===== src/design/kwm_pkg.sv =====
// ----------------------------------------------------------------------------
// kwm_pkg
// Shared types and codes of the k-way merge min-select block.
// ----------------------------------------------------------------------------
package kwm_pkg;

	localparam int CFG_BITS       = 11;
	localparam int BATCH_CNT_BITS = 10;
	localparam int BLOCK_MAX      = 1024;

	localparam logic [1:0] STAT_LOAD_OK   = 2'd0;
	localparam logic [1:0] STAT_LOAD_REJ  = 2'd1;
	localparam logic [1:0] STAT_REC_OUT   = 2'd2;
	localparam logic [1:0] STAT_ALL_EMPTY = 2'd3;

	localparam logic REQ_LOAD    = 1'b0;
	localparam logic REQ_EXTRACT = 1'b1;

	typedef struct packed {
		logic        req_type;
		logic [2:0]  way;
		logic [63:0] key;
	} in_beat_t;

	typedef struct packed {
		logic [1:0]  status;
		logic [63:0] out_key;
		logic [2:0]  out_way;
		logic        refill_needed;
		logic        batch_last;
	} out_beat_t;

	typedef enum logic [2:0] {
		CS_IDLE,
		CS_LOAD,
		CS_SCAN,
		CS_FLUSH,
		CS_POP,
		CS_EMIT
	} ctl_state_t;

	typedef struct packed {
		logic accept;
		logic do_load;
		logic scan_issue;
		logic do_pop;
		logic emit;
	} dp_cmd_t;

endpackage


===== src/design/kwm_ctrl.sv =====
// ----------------------------------------------------------------------------
// kwm_ctrl
// Sequencer: takes one beat, runs the load or the head scan, then hands the
// result to the output register.
// ----------------------------------------------------------------------------
module kwm_ctrl (
	input  logic            clk,
	input  logic            arst_n,
	input  logic            req_valid,
	input  logic            req_type,
	output logic            req_stall,
	output logic            rsp_valid,
	input  logic            rsp_stall,
	input  logic            scan_last,
	output kwm_pkg::dp_cmd_t cmd
);
	import kwm_pkg::*;

	ctl_state_t state_q, state_d;
	logic       rsp_valid_q;
	logic       out_free;

	assign out_free = !rsp_valid_q || !rsp_stall;

	always_comb begin
		state_d = state_q;
		case (state_q)
			CS_IDLE: begin
				if (req_valid) begin
					state_d = (req_type == REQ_EXTRACT) ? CS_SCAN : CS_LOAD;
				end
			end
			CS_LOAD:  state_d = CS_EMIT;
			CS_SCAN: begin
				if (scan_last) begin
					state_d = CS_FLUSH;
				end
			end
			CS_FLUSH: state_d = CS_POP;
			CS_POP:   state_d = CS_EMIT;
			CS_EMIT: begin
				if (out_free) begin
					state_d = CS_IDLE;
				end
			end
			default:  state_d = CS_IDLE;
		endcase
	end

	always_comb begin
		cmd       = '0;
		req_stall = 1'b1;
		case (state_q)
			CS_IDLE: begin
				req_stall  = 1'b0;
				cmd.accept = req_valid;
			end
			CS_LOAD:  cmd.do_load    = 1'b1;
			CS_SCAN:  cmd.scan_issue = 1'b1;
			CS_FLUSH: cmd            = '0;
			CS_POP:   cmd.do_pop     = 1'b1;
			CS_EMIT:  cmd.emit       = out_free;
			default:  cmd            = '0;
		endcase
	end

	always_ff @(posedge clk or negedge arst_n) begin
		if (!arst_n) begin
			state_q     <= CS_IDLE;
			rsp_valid_q <= 1'b0;
		end else begin
			state_q <= state_d;
			if (cmd.emit) begin
				rsp_valid_q <= 1'b1;
			end else if (!rsp_stall) begin
				rsp_valid_q <= 1'b0;
			end
		end
	end

	assign rsp_valid = rsp_valid_q;

endmodule


===== config.mk =====
export PLATFORM = sky130hd
export DESIGN_NAME = kwm_ctrl
export DESIGN_NICKNAME = d
export VERILOG_FILES = /design/src/design/kwm_pkg.sv /design/src/design/kwm_ctrl.sv
export SDC_FILE = /design/constraint.sdc
export NUM_CORES = 1
export LEC_CHECK = 0
export BUFFER_PORTS_ARGS = -buffer_cell sky130_fd_sc_hd__buf_2
export CORE_AREA = 2 2 39 41
export CTS_BUF_LIST = sky130_fd_sc_hd__clkbuf_4
export CTS_CLUSTER_DIAMETER = 30
export DETAILED_ROUTE_END_ITERATION = 10
export DIE_AREA = 0 0 41 43
export PLACE_DENSITY_LB_ADDON = 0.05
export SLEW_MARGIN = 20
export SYNTH_ARGS = -nofsm -noshare
export SYNTH_HDL_FRONTEND = slang
export SYNTH_SLANG_ARGS = --single-unit

===== constraint.sdc =====
create_clock -name clk -period 1.55 [get_ports clk]
set_clock_uncertainty 0.2 [all_clocks]
set_input_delay 0.155 -clock clk [delete_from_list [all_inputs] [get_ports clk]]
set_output_delay 0.155 -clock clk [all_outputs]
set_load 0.01 [all_outputs]

==> results of run 1 <==
state kept, by name, summed over array words and instances, names as in the netlist:
name and cells:
rsp_valid 1, state_q 3
power by group:
group / internal (W) / switching [W] / total [W]
clock network: 0.0000864 / 0.0000392 / 0.000126
logic: 0.000231 / 0.000230 / 0.000461
registers: 0.000152 / 0.0000253 / 0.000177
total: 0.000469 / 0.000294 / 0.000763
cells by family (layout without fill, tap and decap cells):
| logic type | count (synthesis) | count (layout) | synth area share |
|---|---|---|---|
| AOI/OAI and AO/OA | 6 | 6 | 0.155 |
| buffers and inverters | 4 | 24 | 0.0874 |
| DFF | 4 | 4 | 0.388 |
| muxes | 1 | 1 | 0.0437 |
| and+or+nand+nor | 14 | 14 | 0.325 |
cell type report:
type	count	area share
repair buffers	19	0.289
multi-input cells	21	0.347
flip-flops and latches	4	0.243
inverters	2	0.0182
well taps	16	0.0486
clock buffers	3	0.0547
final timing paths:
path	from	end	slack (ps)	cells past startpoint
worst max register to register	state_q[1]	state_q[0]	110	3
max in group asynchronous	arst_n	state_q[2]	970	2
min in group asynchronous	arst_n	state_q[0]	60	2
worst min-delay path	rsp_stall	rsp_valid	50	3
worst min register to register	rsp_valid	rsp_valid	390	2
worst max-delay path	state_q[1]	cmd[4]	-20	3
critical path: cells and delay by family, from the launching register on:
| family | cells | cell delay, ps |
|---|---|---|
| flops | 1 | 400 |
| buf+inv | 1 | 120 |
| simple gates | 2 | 470 |
routing by layer:
metal  share of wire  GRT usage  routed length [um]  vias to the layer above
li1                -          -                   -                      142
met1            0.44      0.123                 297                      121
met2            0.46      0.119                 307                       14
met3            0.10     0.0628                  69                        0
met4               0     0.0400                   0                        0
met5               0          0                   0                        -
Yosys cell counts:
| master | count | area [um2] |
|---|---|---|
| and3_1 | 1 | 6.26 |
| nor3b_1 | 2 | 15.0 |
| o21bai_1 | 1 | 7.51 |
| nor2_1 | 3 | 11.3 |
| or2b_1 | 1 | 7.51 |
| nand2b_1 | 1 | 6.26 |
| or3_4 | 1 | 11.3 |
| nor3_1 | 2 | 10.0 |
| inv_1 | 2 | 7.51 |
| a21oi_1 | 2 | 10.0 |
| dfrtp_1 | 4 | 100 |
| a32oi_1 | 1 | 8.76 |
| and2b_2 | 1 | 8.76 |
| o21ai_0 | 1 | 5.00 |
| buf_6 | 1 | 11.3 |
| o2bb2ai_1 | 1 | 8.76 |
| mux2_2 | 1 | 11.3 |
| nand2_1 | 2 | 7.51 |
| clkbuf_1 | 1 | 3.75 |
stage by stage:
stage | power, W | std cells | setup slack, ps
floorplan | 0.000468 | 29 | 34.0
global placement | 0.000613 | 58 | 147
detailed placement | 0.000611 | 58 | 129
CTS | 0.000761 | 63 | -50.3
global route | 0.000842 | 65 | -96.2
finish | 0.000763 | 65 | -22.9
repair_timing:
action	4_1_cts	5_1_grt
resized for setup	2	1
setup endpoints to repair	4	6
pin swaps	1	0
endpoints found under the hold margin	4	0
buffers inserted	1	2
hold buffers	1	0
==> impl_metrics.sql, run 1 <==
INSERT INTO impl_metrics (metric_group, metric, value, unit) VALUES
('floorplanning', 'std_cell_rows', '14', ''),
('route', 'drc', '0', ''),
('synthesis', 'synth.net_count', '35', ''),
('layout', 'finish.net_count', '57', ''),
('clocking', 'ctsLongestPathBuffers', '2', ''),
('synthesis', 'ys_types', '19', ''),
('timing', 'max_slew.worst_pin.slew', '167', 'ps'),
('run_status', 'run_status', 'finished with violations', ''),
('timing', 'worst_slew_margin_rel', '0.887', ''),
('timing', 'final_worst_path_period_need', '1570', 'ps'),
('global_routing', 'vias_in_the_first_global_route', '246', ''),
('timing', 'fin_ws', '-22.9', 'ps'),
('layout', 'multiInputGateArea', '143', 'um2'),
('synthesis', 'synth_area', '258', 'um2'),
('place', 'hpwl', '514', 'um'),
('route', 'wirelength', '674', 'um'),
('global_routing', 'grt_first_pass_wirelength', '1.06', 'mm'),
('route', 'post_drt_wl_per_cell', '10.4', 'um'),
('power', 'power_per_cell_area', '1850', 'nW/um2'),
('synthesis', 'synth_sequential_area_ratio', '0.388', ''),
('clocking', 'cts-htree-levels', '1', ''),
('layout', 'drive_above_1_share', '0.531', ''),
('timing', 'max_freq', '636', 'MHz'),
('layout', 'design_area_final', '412', 'um2'),
('layout', 'layout_common_cells', '12 x buf_2, 5 x buf_4, 4 x dfrtp_1', ''),
('timing', 'final.hold.worst_slack', '48.7', 'ps'),
('setup_path', 'criticalPathCategory', 'reg -> out', ''),
('setup_path', 'timing.critical_path.to_type', 'output port', ''),
('clocking', 'clock-root-buffer', 'clkbuf_4', ''),
('setup_path', 'crit_fanout', '3', ''),
('setup_path', 'critical_path.cell_chain', 'or3_4 -> nor2_2 -> buf_2', ''),
('route', 'detailroute.via_count', '277', ''),
('clocking', 'clock_sinks', '4', ''),
('floorplanning', 'die_w', '41', 'um'),
('setup_path', 'worst_stage_delay_on_the_critical_path', '400', 'ps'),
('place', 'postPlaceCellArea', '345', 'um2'),
('global_routing', 'grt_antenna_before_repair', '0', ''),
('floorplanning', 'floorplan.initialDensity', '0.186', ''),
('route', 'viasPerCell', '4.26', ''),
('timing', 'hold_viol_final', '0', ''),
('layout', 'final_common_cell', 'buf_2', ''),
('clocking', 'tritoncts.num_buffers', '3', ''),
('synthesis', 'yosys_warnings', '0', ''),
('setup_path', 'timing.critical_path.from_type', 'flop', ''),
('layout', 'area.sequential', '100', 'um2'),
('route', 'drtIter0Drc', '0', ''),
('floorplanning', 'top_level_ports', '13', ''),
('place', 'placement.io_buffers', '12', ''),
('timing', 'rsz_0062_raised_after_global_routing', 'yes', ''),
('synthesis', 'syn-instance-count', '29', ''),
('global_routing', 'grt.total_usage', '0.0945', ''),
('flow_run', 'maxCapViolations', '0', ''),
('global_routing', 'grt_start_max_net_pins', '11', ''),
('timing', 'final_max_slew_viol_count', '0', ''),
('timing', 'setup_total_negative_slack', '-47.5', 'ps'),
('power', 'static-leakage-power', '0.212', 'nW'),
('layout', 'antenna_cells', '0', ''),
('route', 'route.antenna.remaining_nets', '0', ''),
('synthesis', 'post_synth.cell_area_avg', '8.89', 'um2'),
('layout', 'fill_cells', '153', ''),
('setup_path', 'cp_data_required_time', '1190', 'ps'),
('hold_path', 'worst_hold_path_type', 'in -> reg', ''),
('floorplanning', 'core_area', '1380', 'um2'),
('synthesis', 'synth-seq-cells', '4', ''),
('timing', 'setup-violations-final', '3', ''),
('place', 'finalWeightedCongestion', '0.700', ''),
('layout', 'synthToLayoutAreaGrowth', '59.7', '%'),
('setup_path', 'cp_data_arrival_time', '1220', 'ps'),
('power', 'vdd_ir_drop_max', '1.10', 'mV'),
('run_status', 'violations', 'setup timing', ''),
('timing', 'post-route-period-util', '1.01', ''),
('floorplanning', 'die_area', '1760', 'um2'),
('clocking', 'clkLatencyLatePin', '230', 'ps'),
('floorplanning', 'die-height', '43', 'um'),
('layout', 'postLayoutCoreUtil', '0.297', ''),
('route', 'drtPass1Iterations', '1', ''),
('setup_path', 'critical_path.slowest_cell', 'dfrtp_1', ''),
('global_routing', 'gr-total-overflow', '0', ''),
('clocking', 'tritoncts', 'built', ''),
('clocking', 'path_clk_slew', '40', 'ps');
Power figures use the tool's default switching activity.
==> inputs of run 2 (changes only) <==
--- a/config.mk
+++ b/config.mk
@@ -11,7 +11,7 @@
 export CTS_CLUSTER_DIAMETER = 30
 export DETAILED_ROUTE_END_ITERATION = 10
 export DIE_AREA = 0 0 41 43
-export PLACE_DENSITY_LB_ADDON = 0.05
+export PLACE_DENSITY = 0.52
 export SLEW_MARGIN = 20
 export SYNTH_ARGS = -nofsm -noshare
 export SYNTH_HDL_FRONTEND = slang
==> run 2 against run 1 <==
Compared with the run above: the flow still finishes with violations (setup timing); flip-flop and latch count did not move; first-iteration DRC count is 2 higher; worst setup slack got worse by 30 ps; core utilization decreased by 1.2 points; via count down 1.4%.
==> impl_metrics.sql, run 2 (synthesis gave the netlist of run 1 again) <==
INSERT INTO impl_metrics (metric_group, metric, value, unit) VALUES
('layout', 'synthToLayoutAreaGrowth', '53.4', '%'),
('clocking', 'clock-root-buffer', 'clkbuf_4', ''),
('power', 'vdd_ir_drop_max', '0.713', 'mV'),
('route', 'drtPass1Iterations', '2', ''),
('setup_path', 'critical_path.slowest_cell', 'or3_4', ''),
('floorplanning', 'floorplan.initialDensity', '0.186', ''),
('clocking', 'ctsLongestPathBuffers', '2', ''),
('timing', 'setup_total_negative_slack', '-139', 'ps'),
('clocking', 'clkLatencyLatePin', '240', 'ps'),
('clocking', 'cts-htree-levels', '1', ''),
('global_routing', 'grt_first_pass_wirelength', '1.01', 'mm'),
('layout', 'finish.net_count', '55', ''),
('timing', 'max_slew.worst_pin.slew', '243', 'ps'),
('layout', 'fill_cells', '147', ''),
('global_routing', 'grt.total_usage', '0.0866', ''),
('clocking', 'tritoncts.num_buffers', '3', ''),
('layout', 'postLayoutCoreUtil', '0.286', ''),
('setup_path', 'cp_data_required_time', '1190', 'ps'),
('route', 'wirelength', '628', 'um'),
('setup_path', 'criticalPathCategory', 'reg -> out', ''),
('layout', 'drive_above_1_share', '0.489', ''),
('timing', 'max_freq', '624', 'MHz'),
('timing', 'setup-violations-final', '4', ''),
('global_routing', 'grt_antenna_before_repair', '0', ''),
('power', 'power_per_cell_area', '1910', 'nW/um2'),
('setup_path', 'timing.critical_path.from_type', 'flop', ''),
('run_status', 'run_status', 'finished with violations', ''),
('route', 'detailroute.via_count', '273', ''),
('route', 'post_drt_wl_per_cell', '9.97', 'um'),
('clocking', 'tritoncts', 'built', ''),
('setup_path', 'timing.critical_path.to_type', 'output port', ''),
('power', 'static-leakage-power', '0.201', 'nW'),
('setup_path', 'cp_data_arrival_time', '1250', 'ps'),
('floorplanning', 'die-height', '43', 'um'),
('route', 'drc', '0', ''),
('global_routing', 'vias_in_the_first_global_route', '265', ''),
('layout', 'largest_register_ff_count', '3', ''),
('layout', 'final-instance-count-excl-fill', '63', ''),
('global_routing', 'gr-total-overflow', '0', ''),
('flow_run', 'maxCapViolations', '0', ''),
('layout', 'layout_common_cells', '12 x buf_2, 4 x dfrtp_1, 3 x clkbuf_4', ''),
('route', 'viasPerCell', '4.33', ''),
('place', 'pre_cts_ws', '127', 'ps'),
('layout', 'final_common_cell', 'buf_2', ''),
('timing', 'fin_ws', '-52.4', 'ps'),
('timing', 'rsz_0062_raised_after_global_routing', 'yes', ''),
('timing', 'final_max_slew_viol_count', '0', ''),
('place', 'post-place-cells', '58', ''),
('setup_path', 'crit_fanout', '3', ''),
('timing', 'final_worst_path_period_need', '1600', 'ps'),
('run_status', 'violations', 'setup timing', ''),
('place', 'placement.io_buffers', '12', ''),
('layout', 'antenna_cells', '0', ''),
('timing', 'final.hold.worst_slack', '18.3', 'ps'),
('floorplanning', 'core_area', '1380', 'um2'),
('clocking', 'clock_sinks', '4', ''),
('hold_path', 'worst_hold_path_type', 'in -> reg', ''),
('place', 'hpwl', '481', 'um'),
('floorplanning', 'std_cell_rows', '14', ''),
('floorplanning', 'top_level_ports', '13', ''),
('timing', 'post-route-period-util', '1.03', ''),
('floorplanning', 'die_w', '41', 'um'),
('place', 'finalWeightedCongestion', '0.722', ''),
('route', 'drtIter0Drc', '2', ''),
('timing', 'hold_viol_final', '0', ''),
('clocking', 'path_clk_slew', '40', 'ps'),
('floorplanning', 'die_area', '1760', 'um2'),
('route', 'route.antenna.remaining_nets', '0', ''),
('timing', 'worst_slew_margin_rel', '0.837', ''),
('global_routing', 'grt_start_max_net_pins', '11', ''),
('layout', 'top_register', 'state_q', ''),
('setup_path', 'worst_stage_delay_on_the_critical_path', '410', 'ps'),
('setup_path', 'critical_path.cell_chain', 'or3_4 -> nor2_2 -> buf_2', '');
## run 2: changes by cell type in the layout (fill, tap and decap cells not counted), sizes merged
cell and delta:
buf -2
## run 2: path summary, 6_finish.rpt
kind	start	end	slack, ps	cells after the start
max	state_q[1]	cmd[4]	-50	3
min reg2reg	rsp_valid	rsp_valid	360	2
max in group asynchronous	arst_n	state_q[1]	970	2
min	rsp_stall	rsp_valid	20	3
max reg2reg	state_q[1]	state_q[0]	100	3
min in group asynchronous	arst_n	state_q[2]	60	2
## run 2: per-layer routing
metal  global-route usage  vias to the layer above  part of all wire
li1                     -                      138                 -
met3               0.0209                        0             0.048
met4               0.0800                        0                 0
met2                0.125                       10              0.53
met1               0.0974                      125              0.43
met5                    0                        -                 0
## run 2: area by class of cell
cell class | instances | area (um2) | area share
Multi-Input combinational cell | 21 | 138 | 0.348
Tap cell | 16 | 20.0 | 0.0506
Inverter | 2 | 7.51 | 0.0190
Clock buffer | 3 | 22.5 | 0.0570
Sequential cell | 4 | 100 | 0.253
Timing Repair Buffer | 17 | 108 | 0.272
## run 2: power breakdown
| part | switching [W] | leakage [nW] | internal, W |
|---|---|---|---|
| logic | 0.000213 | 0.139 | 0.000227 |
| clock network | 0.0000467 | 0.0138 | 0.0000869 |
| registers | 0.0000304 | 0.0486 | 0.000152 |
| total | 0.000290 | 0.201 | 0.000466 |
## run 2: timing repair
| action | in CTS | in global routing |
|---|---|---|
| endpoints found under the setup margin | 4 | 5 |
| endpoints found under the hold margin | 4 | 0 |
| gates resized for setup | 2 | 1 |
| hold buffers | 1 | 0 |
| pin swaps | 2 | 1 |
| buffers inserted | 1 | 0 |
## run 2: worst max-delay path: cells and delay by family, from the launching register on
| family | cells | cell delay, ps |
|---|---|---|
| flip-flops | 1 | 400 |
| buffers and inverters | 1 | 130 |
| AND/OR/NAND/NOR | 2 | 490 |
## run 2: metrics by stage
step	power [W]	instance area [um2]
floorplan	0.000468	258
global placement	0.000599	345
detailed placement	0.000602	345
CTS	0.000759	393
global route	0.000821	395
finish	0.000755	395
